--- src/sv/apnn_pkg.sv ---
// Shared types and constants for the all-pairs nearest neighbor block.
package apnn_pkg;

	// Configuration port
	localparam int CFG_BITS = 7;
	localparam int CFG_IDX_W = 2;
	localparam logic [CFG_IDX_W-1:0] REG_NUM_SAMPLES = 2'd0;
	localparam logic [CFG_IDX_W-1:0] REG_NUM_FEATURES = 2'd1;

	// Result fields
	localparam int OUT_IDX_BITS = 6;
	localparam int DIST_BITS = 22;
	localparam logic [DIST_BITS-1:0] DIST_MAX = '1;
	localparam int OUT_DATA_W = 40;

	// Control that travels with each scanned feature value down the chain
	typedef struct packed {
		logic valid;
		logic first;
		logic last;
	} scan_ctl_t;

	// Control of the result shift chain
	typedef struct packed {
		logic capture;
		logic shift;
	} res_ctl_t;

endpackage

--- src/sv/apnn_cell.sv ---
// One chain cell: holds one sample, accumulates L1 distances and keeps the best neighbor.
module apnn_cell #(
	parameter int MAX_SAMPLES = 64,
	parameter int MAX_FEATURES = 64,
	parameter int FEATURE_BITS = 16,
	parameter int INDEX = 0
) (
	input  logic clk,
	input  logic arst_n,
	input  logic wr_en,
	input  logic [$clog2(MAX_SAMPLES)-1:0] wr_sample,
	input  logic [((MAX_FEATURES > 1) ? $clog2(MAX_FEATURES) : 1)-1:0] wr_feat,
	input  logic [FEATURE_BITS-1:0] wr_data,
	input  apnn_pkg::scan_ctl_t ctl_in,
	input  logic [$clog2(MAX_SAMPLES)-1:0] j_in,
	input  logic [((MAX_FEATURES > 1) ? $clog2(MAX_FEATURES) : 1)-1:0] k_in,
	input  logic [FEATURE_BITS-1:0] v_in,
	output apnn_pkg::scan_ctl_t ctl_out,
	output logic [$clog2(MAX_SAMPLES)-1:0] j_out,
	output logic [((MAX_FEATURES > 1) ? $clog2(MAX_FEATURES) : 1)-1:0] k_out,
	output logic [FEATURE_BITS-1:0] v_out,
	input  apnn_pkg::res_ctl_t res_ctl,
	input  logic [$clog2(MAX_SAMPLES)-1:0] res_nbr_in,
	input  logic [apnn_pkg::DIST_BITS-1:0] res_dist_in,
	input  logic res_none_in,
	output logic [$clog2(MAX_SAMPLES)-1:0] res_nbr_out,
	output logic [apnn_pkg::DIST_BITS-1:0] res_dist_out,
	output logic res_none_out
);

	localparam int SIDX_W = $clog2(MAX_SAMPLES);
	localparam int FIDX_W = (MAX_FEATURES > 1) ? $clog2(MAX_FEATURES) : 1;
	localparam int SUM_W = FEATURE_BITS + 1 + FIDX_W;
	localparam int CMP_W = (SUM_W > apnn_pkg::DIST_BITS) ? SUM_W : apnn_pkg::DIST_BITS;
	localparam logic [SIDX_W-1:0] MY_IDX = SIDX_W'(INDEX);

	logic [FEATURE_BITS-1:0] mem [MAX_FEATURES];
	apnn_pkg::scan_ctl_t ctl_s1;
	logic [SIDX_W-1:0] j_s1;
	logic [FIDX_W-1:0] k_s1;
	logic [FEATURE_BITS-1:0] v_s1;
	logic [FEATURE_BITS-1:0] own_s1;
	logic [SUM_W-1:0] acc_q;
	logic [SUM_W-1:0] best_q;
	logic [SIDX_W-1:0] bidx_q;
	logic found_q;
	logic [SIDX_W-1:0] res_nbr_q;
	logic [apnn_pkg::DIST_BITS-1:0] res_dist_q;
	logic res_none_q;
	logic signed [FEATURE_BITS:0] diff;
	logic [FEATURE_BITS:0] absd;
	logic [SUM_W-1:0] sum;
	logic found_eff;
	logic take;
	logic [CMP_W-1:0] best_ext;
	logic [apnn_pkg::DIST_BITS-1:0] best_sat;

	// Keep this cell's sample and read the feature matching the passing value
	always_ff @(posedge clk) begin
		if (wr_en && wr_sample == MY_IDX) begin
			mem[wr_feat] <= wr_data;
		end
		own_s1 <= mem[k_in];
		j_s1 <= j_in;
		k_s1 <= k_in;
		v_s1 <= v_in;
	end

	// Absolute difference and running sum for the current pair
	always_comb begin
		diff = $signed({v_s1[FEATURE_BITS-1], v_s1}) - $signed({own_s1[FEATURE_BITS-1], own_s1});
		absd = diff[FEATURE_BITS] ? (FEATURE_BITS+1)'(-diff) : $unsigned(diff);
		sum = (ctl_s1.first ? '0 : acc_q) + SUM_W'(absd);
		found_eff = found_q && !(ctl_s1.first && j_s1 == '0);
		take = ctl_s1.valid && ctl_s1.last && (j_s1 != MY_IDX) && (!found_eff || sum < best_q);
		best_ext = CMP_W'(best_q);
		best_sat = (best_ext > CMP_W'(apnn_pkg::DIST_MAX)) ? apnn_pkg::DIST_MAX
			: apnn_pkg::DIST_BITS'(best_ext);
	end

	// Hold scan control and the found flag
	always_ff @(posedge clk or negedge arst_n) begin
		if (!arst_n) begin
			ctl_s1 <= '0;
			found_q <= 1'b0;
		end else begin
			ctl_s1 <= ctl_in;
			if (ctl_s1.valid) begin
				found_q <= found_eff || take;
			end
		end
	end

	// Accumulate and keep the best candidate; capture or shift results
	always_ff @(posedge clk) begin
		if (ctl_s1.valid) begin
			acc_q <= sum;
		end
		if (take) begin
			best_q <= sum;
			bidx_q <= j_s1;
		end
		if (res_ctl.capture) begin
			res_none_q <= !found_q;
			res_nbr_q <= found_q ? bidx_q : '0;
			res_dist_q <= found_q ? best_sat : apnn_pkg::DIST_MAX;
		end else if (res_ctl.shift) begin
			res_none_q <= res_none_in;
			res_nbr_q <= res_nbr_in;
			res_dist_q <= res_dist_in;
		end
	end

	assign ctl_out = ctl_s1;
	assign j_out = j_s1;
	assign k_out = k_s1;
	assign v_out = v_s1;
	assign res_nbr_out = res_nbr_q;
	assign res_dist_out = res_dist_q;
	assign res_none_out = res_none_q;

endmodule

--- config.mk ---
export PLATFORM = sky130hd
export DESIGN_NAME = apnn_cell
export DESIGN_NICKNAME = d
export VERILOG_FILES = /design/src/sv/apnn_pkg.sv /design/src/sv/apnn_cell.sv
export SDC_FILE = /design/constraint.sdc
export NUM_CORES = 1
export LEC_CHECK = 0
export BUFFER_PORTS_ARGS = -buffer_cell sky130_fd_sc_hd__buf_2
export CORE_MARGIN = 2
export CORE_UTILIZATION = 64
export CTS_BUF_LIST = sky130_fd_sc_hd__clkbuf_2
export DETAILED_ROUTE_END_ITERATION = 6
export HOLD_SLACK_MARGIN = 0.03
export PLACE_DENSITY = 0.82
export SYNTH_ARGS = -nofsm -noshare
export SYNTH_HDL_FRONTEND = slang
export SYNTH_SLANG_ARGS = --single-unit
--- constraint.sdc ---
create_clock -name clk -period 8.6 [get_ports clk]
set_input_delay 0.86 -clock clk [delete_from_list [all_inputs] [get_ports clk]]
set_output_delay 0.86 -clock clk [all_outputs]
set_load 0.05 [all_outputs]
==> impl_metrics.py, run 1 <==
metrics = {
    "die": {
        "die_w_um": 271,
        "core.rowCount": 97,
        "fp.dieH_um": 271,
        "coreArea_um2": 70300,
        "start_util_pct": 64.9,
        "io_pins": 153,
        "die_area_um2": 73400,
    },
    "yosys": {
        "syn_avg_cell_area_um2": 21.6,
        "synthArstFlopShare_pct": 0.347,
        "synth_seq_cells": 1153,
        "synth_flop_cell": "edfxtp_1",
        "synth_area_leaders": "edfxtp_1, mux4_2, dfxtp_1",
        "synth_edf_count": 1105,
        "syn_inst": 2110,
        "synth_nets": 2262,
        "seq_area_frac_synth_pct": 74.9,
        "syn_area_um2": 45600,
        "ys_top_cells_by_count": "edfxtp_1, mux4_2, nor2_1",
        "synth_top_area_cell": "edfxtp_1",
        "synth.most_common_cell": "edfxtp_1",
        "ys_types": 69,
        "ys.warnings.count": 0,
        "yosysTopAreaCellShare_pct": 72.8,
    },
    "layout": {
        "multi_input_area_um2": 10800,
        "final_cell_area_um2": 51000,
        "syn_to_final_growth_pct": 11.9,
        "drive_gt1_share_pct": 36.0,
        "fin_nets": 2770,
        "seqCellArea_um2": 34200,
        "fin_cells": 3755,
        "fill_cells": 3920,
    },
    "route": {
        "ant_nets": 0,
        "drc": 0,
        "drt_pass1_iterations": 6,
        "vias": 23795,
        "drt-total-wl_um": 103000,
        "detail_route.iter0.violations": 2820,
        "vias_per_cell": 6.34,
        "wire_per_inst_um": 27.5,
    },
    "sta": {
        "skew_ns": 0.140,
        "maxSlewViolCount": 0,
        "max_slew.worst_pin.slew_ns": 1.35,
        "fin_crit_ns": 7.61,
        "min_period_over_period_pct": 88.5,
        "slew_headroom_pct": 9.95,
        "final.setup.tns_ns": 0,
        "fin_ws_ns": 0.990,
        "fmax_mhz": 131,
        "rsz0062_at_grt": "no",
        "finalHoldViolCount": 0,
        "finalSetupViolations": 0,
    },
    "clock_tree": {
        "cts_buffers": 290,
        "cts.sinks": 1153,
        "cts_tree": "yes",
        "clk-insertion-delay-late_ns": 1.47,
        "root_buffer": "clkbuf_2",
        "clk_pin_slew_worst_paths_ns": 0.09,
        "cts_hold_buf": 81,
        "cts_setup_buffers": 0,
        "cts-htree-levels": 5,
        "ctsLongestPathBuffers": 4,
        "cts-resized-gates": 0,
    },
    "pwr": {
        "ir_drop_mv": 0.158,
        "intPower_mw": 8.44,
        "clkPwrFrac_pct": 29.5,
        "total_power_mw": 11.6,
        "combPwrFrac_pct": 15.6,
        "swShare_pct": 27.4,
        "p_leak_nw": 17.4,
        "power_density_nw_per_um2": 228,
        "p_seq_share_pct": 54.9,
        "netSwitchingPower_mw": 3.19,
    },
    "global_routing": {
        "grt-ovfl-total": 0,
        "grt_start_max_net_pins": 134,
        "grt_usage_pct": 28.9,
        "grt_pass1_wl_um": 154000,
        "antenna_found_initial": 5,
        "grt_pass1_vias": 25073,
    },
    "outcome": {
        "status": "complete, no violations",
    },
    "setup_path": {
        "crit_fanout": 17,
        "end_kind": "register",
        "crit_type": "reg2reg",
        "worst_ep_arrival_time_ns": 8.63,
        "critPathRequiredTime_ns": 9.62,
        "start_kind": "register",
    },
    "min_path": {
        "min_path_type": "in2reg",
    },
    "placed_design": {
        "place_ws_ns": 1.18,
        "place_congestion": 0.846,
        "dpl.hpwl_um": 59500,
        "io_buffers": 152,
        "place_inst": 3185,
        "postPlaceCellArea_um2": 47800,
    },
    "run": {
        "maxCapViolCount": 0,
    },
}
[worst max-delay path, cell delays in order, from the launching register on]
cell       delay [ns]
dfxtp_1          0.34
inv_1            0.04
ha_1             0.22
fa_1             0.40
nand2b_1         0.21
a211oi_2         0.33
o221ai_2         0.19
a21boi_1         0.24
o221a_2          0.26
o22a_1           0.30
nor2_1           0.09
xnor2_1          0.14
ha_1             0.34
a21o_1           0.20
a21oi_2          0.17
o21bai_1         0.10
a2111o_1         0.47
a311o_1          0.33
a221o_1          0.40
nand4_1          0.13
mux2_1           0.39
ha_1             0.32
a21oi_1          0.18
o2111ai_1        0.12
a21oi_1          0.17
o21ai_0          0.13
a31oi_2          0.63
buf_4            0.38
[cell usage in the layout (no fill, tap or decap), types with 36 or more instances in the layout]
master / instances
nor2_1: 100
mux4_2: 336
a21oi_1: 36
buf_2: 149
dlygate4sd3_1: 81
clkinv_1: 56
inv_1: 59
ha_1: 57
dfxtp_1: 44
clkbuf_2: 410
buf_4: 74
edfxtp_1: 1105
[path summary, 6_finish.rpt]
kind | cells after the start | to | startpoint | slack (ns)
worst max-delay path | 27 | best_ext[8] | v_out[0] | 0.99
min in group asynchronous | 3 | ctl_out[2] | arst_n | 0.35
max in group asynchronous | 3 | ctl_out[0] | arst_n | 8.02
worst min-delay path | 2 | v_out[3] | v_in[3] | 0.13
worst max register to register | 27 | best_ext[8] | v_out[0] | 0.99
worst min register to register | 0 | bidx_q[4] | j_out[4] | 0.41
[kinds of logic (layout without fill, tap and decap cells)]
kind of cell             count (synthesis)  after routing  synth area share [%]
adder cells (fa/ha/maj)                 59             59                  1.65
AO/OA/AOI/OAI                          143            143                  2.22
AND/OR/NAND/NOR                        225            225                  2.45
XOR/XNOR                                40             40                 0.768
buffers and inverters                  152            850                  1.34
other                                    0              7                     0
flip-flops                            1153           1153                  74.9
multiplexers                           338            338                  16.6
[area by class of cell]
cell class,instances,area share (%)
clock buffer,410,4.02
tap,940,2.31
antenna,7,0.0343
multi-input combinational,805,21.2
clock inverter,72,0.701
inverter,59,0.434
sequential,1153,67.0
timing repair buffer,309,4.32
[flip-flops by register name, indices dropped and copies added, names as in the netlist]
signal / cells
best_ext: 23
k_out: 6
bidx_q: 6
res_nbr_out: 6
acc_q: 23
mem: 1024
res_none_out: 1
own_s1: 16
res_dist_out: 22
j_out: 6
found_q: 1
ctl_out: 3
v_out: 16
[power groups by stage]
stage	clock network [mW]	logic [mW]	registers, mW
detailed placement	0	1.77	6.51
global route	3.78	1.98	6.40
finish	3.43	1.81	6.39
global placement	0	1.67	6.51
CTS	3.51	1.80	6.39
floorplan	0	1.17	6.58
[routing by layer]
layer  GRT usage, %  up-vias  share of wire [%]
li1               -     9984                  -
met1           37.8    12067                 36
met2           47.6     1500                 51
met3           6.76      242                 10
met4           11.7        2                3.0
met5              0        -              0.013
[stage by stage]
step	hold slack [ns]	utilization (%)
finish	0.126	72.6
global route	0.0435	72.6
CTS	0.0300	72.6
detailed placement	0.458	68.0
global placement	0.438	68.0
floorplan	0.496	-
No activity file was read; power rests on OpenSTA's default activity.
==> run 2, diff against run 1 <==
--- a/config.mk
+++ b/config.mk
@@ -7,11 +7,11 @@
 export LEC_CHECK = 0
 export BUFFER_PORTS_ARGS = -buffer_cell sky130_fd_sc_hd__buf_2
 export CORE_MARGIN = 2
-export CORE_UTILIZATION = 64
+export CORE_UTILIZATION = 65
 export CTS_BUF_LIST = sky130_fd_sc_hd__clkbuf_2
 export DETAILED_ROUTE_END_ITERATION = 6
 export HOLD_SLACK_MARGIN = 0.03
-export PLACE_DENSITY = 0.82
+export PLACE_DENSITY = 0.83
 export SYNTH_ARGS = -nofsm -noshare
 export SYNTH_HDL_FRONTEND = slang
 export SYNTH_SLANG_ARGS = --single-unit
==> constraint.sdc (replaced) <==
create_clock -name clk -period 9.67 [get_ports clk]
set_input_delay 0.967 -clock clk [delete_from_list [all_inputs] [get_ports clk]]
set_output_delay 0.967 -clock clk [all_outputs]
set_load 0.05 [all_outputs]
==> run 2 against run 1 <==
- die area decreased by 1.5%
- global-route usage increased by 0.95 points
- fmax increased by 0.14%
- critical path type unchanged
- first-iteration DRC count increased by 17%
- core utilization increased by 0.24 points
==> impl_metrics.py, run 2 (synthesis gave the netlist of run 1 again) <==
metrics = {
    "setup_path": {
        "crit_type": "reg2reg",
        "start_kind": "register",
        "end_kind": "register",
        "worst_ep_arrival_time_ns": 8.58,
        "crit_fanout": 29,
        "critPathRequiredTime_ns": 10.65,
    },
    "sta": {
        "rsz0062_at_grt": "no",
        "finalHoldViolCount": 0,
        "skew_ns": 0.133,
        "fmax_mhz": 132,
        "maxSlewViolCount": 0,
        "fin_ws_ns": 2.07,
        "finalSetupViolations": 0,
        "holdWs_ns": 0.189,
        "fin_crit_ns": 7.60,
        "max_slew.worst_pin.slew_ns": 1.33,
        "slew_headroom_pct": 11.1,
        "final.setup.tns_ns": 0,
        "min_period_over_period_pct": 78.6,
    },
    "die": {
        "die_area_um2": 72300,
        "die_w_um": 269,
        "start_util_pct": 65.3,
        "core.rowCount": 97,
        "coreArea_um2": 69800,
        "fp.dieH_um": 269,
        "io_pins": 153,
    },
    "placed_design": {
        "place_ws_ns": 2.21,
        "io_buffers": 152,
        "place_congestion": 0.831,
        "dpl.hpwl_um": 60500,
        "place_inst": 3183,
    },
    "route": {
        "drc": 0,
        "vias_per_cell": 6.40,
        "drt_pass1_iterations": 6,
        "drt-total-wl_um": 105000,
        "ant_nets": 0,
        "detail_route.iter0.violations": 3302,
        "wire_per_inst_um": 28.1,
        "vias": 23801,
    },
    "global_routing": {
        "grt_start_max_net_pins": 141,
        "antenna_found_initial": 6,
        "grt-ovfl-total": 0,
        "grt_pass1_vias": 24989,
        "grt_usage_pct": 29.8,
        "grt_pass1_wl_um": 153000,
    },
    "layout": {
        "mostFrequentLayoutCell": "edfxtp_1",
        "drive_gt1_share_pct": 36.4,
        "syn_to_final_growth_pct": 11.5,
        "top_register": "mem",
        "fin_nets": 2750,
        "fin_cells": 3717,
        "multi_input_area_um2": 10800,
        "fill_cells": 3837,
        "final_cell_mix": "edfxtp_1, clkbuf_2, mux4_2",
        "seqCellArea_um2": 34200,
        "largest_register_ffs": 1024,
    },
    "min_path": {
        "min_path_type": "in2reg",
    },
    "pwr": {
        "clkPwrFrac_pct": 30.2,
        "power_density_nw_per_um2": 205,
        "swShare_pct": 27.2,
        "intPower_mw": 7.60,
        "netSwitchingPower_mw": 2.83,
        "ir_drop_mv": 0.106,
        "combPwrFrac_pct": 15.3,
        "p_leak_nw": 17.3,
        "total_power_mw": 10.4,
        "p_seq_share_pct": 54.5,
    },
    "clock_tree": {
        "cts-resized-gates": 0,
        "cts_tree": "yes",
        "clk-insertion-delay-late_ns": 1.46,
        "cts_setup_buffers": 0,
        "cts_hold_buf": 60,
        "root_buffer": "clkbuf_2",
        "clk_pin_slew_worst_paths_ns": 0.11,
        "ctsLongestPathBuffers": 4,
        "cts.sinks": 1153,
        "cts_buffers": 293,
        "cts-htree-levels": 5,
    },
    "outcome": {
        "status": "complete, no violations",
    },
    "run": {
        "maxCapViolCount": 0,
    },
}
[run 2: cell count changes in the layout (fill, tap and decap cells not counted), sizes merged]
cell,change
dlygate4sd3,-21
clkinv,-13
buf,-2
diode,-6
bufinv,+4
[run 2: critical path, stage by stage, from the launching register on]
cell and delay [ns]:
dfxtp_1 0.35, inv_1 0.05, ha_1 0.21, fa_1 0.41, nand2b_1 0.21, a211oi_2 0.34
o221ai_2 0.20, a21boi_1 0.26, o221a_2 0.28, o22a_1 0.31, nor2_1 0.09, xnor2_1 0.14
ha_1 0.34, a21o_1 0.21, a21oi_2 0.16, o21bai_1 0.10, a2111o_1 0.47, a311o_1 0.35
a221o_1 0.42, nand4_1 0.13, mux2_1 0.37, ha_1 0.32, a21oi_1 0.20, o2111ai_1 0.13
a21oi_1 0.14, o21ai_0 0.15, a31oi_4 0.80
[run 2: final cells by class]
class,count,share of cell area [%]
Multi-Input combinational cell,805,21.3
Sequential cell,1153,67.2
Clock buffer,410,4.04
Clock inverter,63,0.844
Tap cell,940,2.31
Antenna cell,1,0.00492
Inverter,59,0.436
Timing Repair Buffer,286,3.84
[run 2: per-stage QoR]
step | area (µm²) | utilization [%]
after floorplan | 45600 | -
after global placement | 47800 | 68.4
after detailed placement | 47800 | 68.4
after CTS | 50800 | 72.8
after global routing | 50800 | 72.8
final | 50800 | 72.8
[run 2: power by group through the flow]
stage | logic [mW] | clock network [mW] | registers [mW]
after floorplan | 1.04 | 0 | 5.85
after global placement | 1.47 | 0 | 5.79
after detailed placement | 1.55 | 0 | 5.80
after CTS | 1.57 | 3.21 | 5.68
after global routing | 1.75 | 3.46 | 5.69
final | 1.60 | 3.15 | 5.68
[run 2: path summary, 6_finish.rpt]
kind                                   to        from  cells after the start  slack [ns]
hold reg to reg                 bidx_q[1]    j_out[1]                      0        0.46
hold / removal             res_nbr_out[4]  res_ctl[1]                      2        0.19
max in group asynchronous      ctl_out[2]      arst_n                      3        8.94
setup reg to reg                bidx_q[2]    v_out[0]                     26        2.07
setup / recovery                bidx_q[2]    v_out[0]                     26        2.07
min in group asynchronous      ctl_out[1]      arst_n                      3        0.51
[run 2: routing by layer]
| metal | routed length [µm] | global-route usage, % | vias to the layer above |
|---|---|---|---|
| met3 | 11900 | 8.10 | 261 |
| li1 | - | - | 9927 |
| met4 | 3720 | 13.1 | 10 |
| met1 | 36700 | 38.8 | 12003 |
| met5 | 105 | 0 | - |
| met2 | 52200 | 48.2 | 1600 |
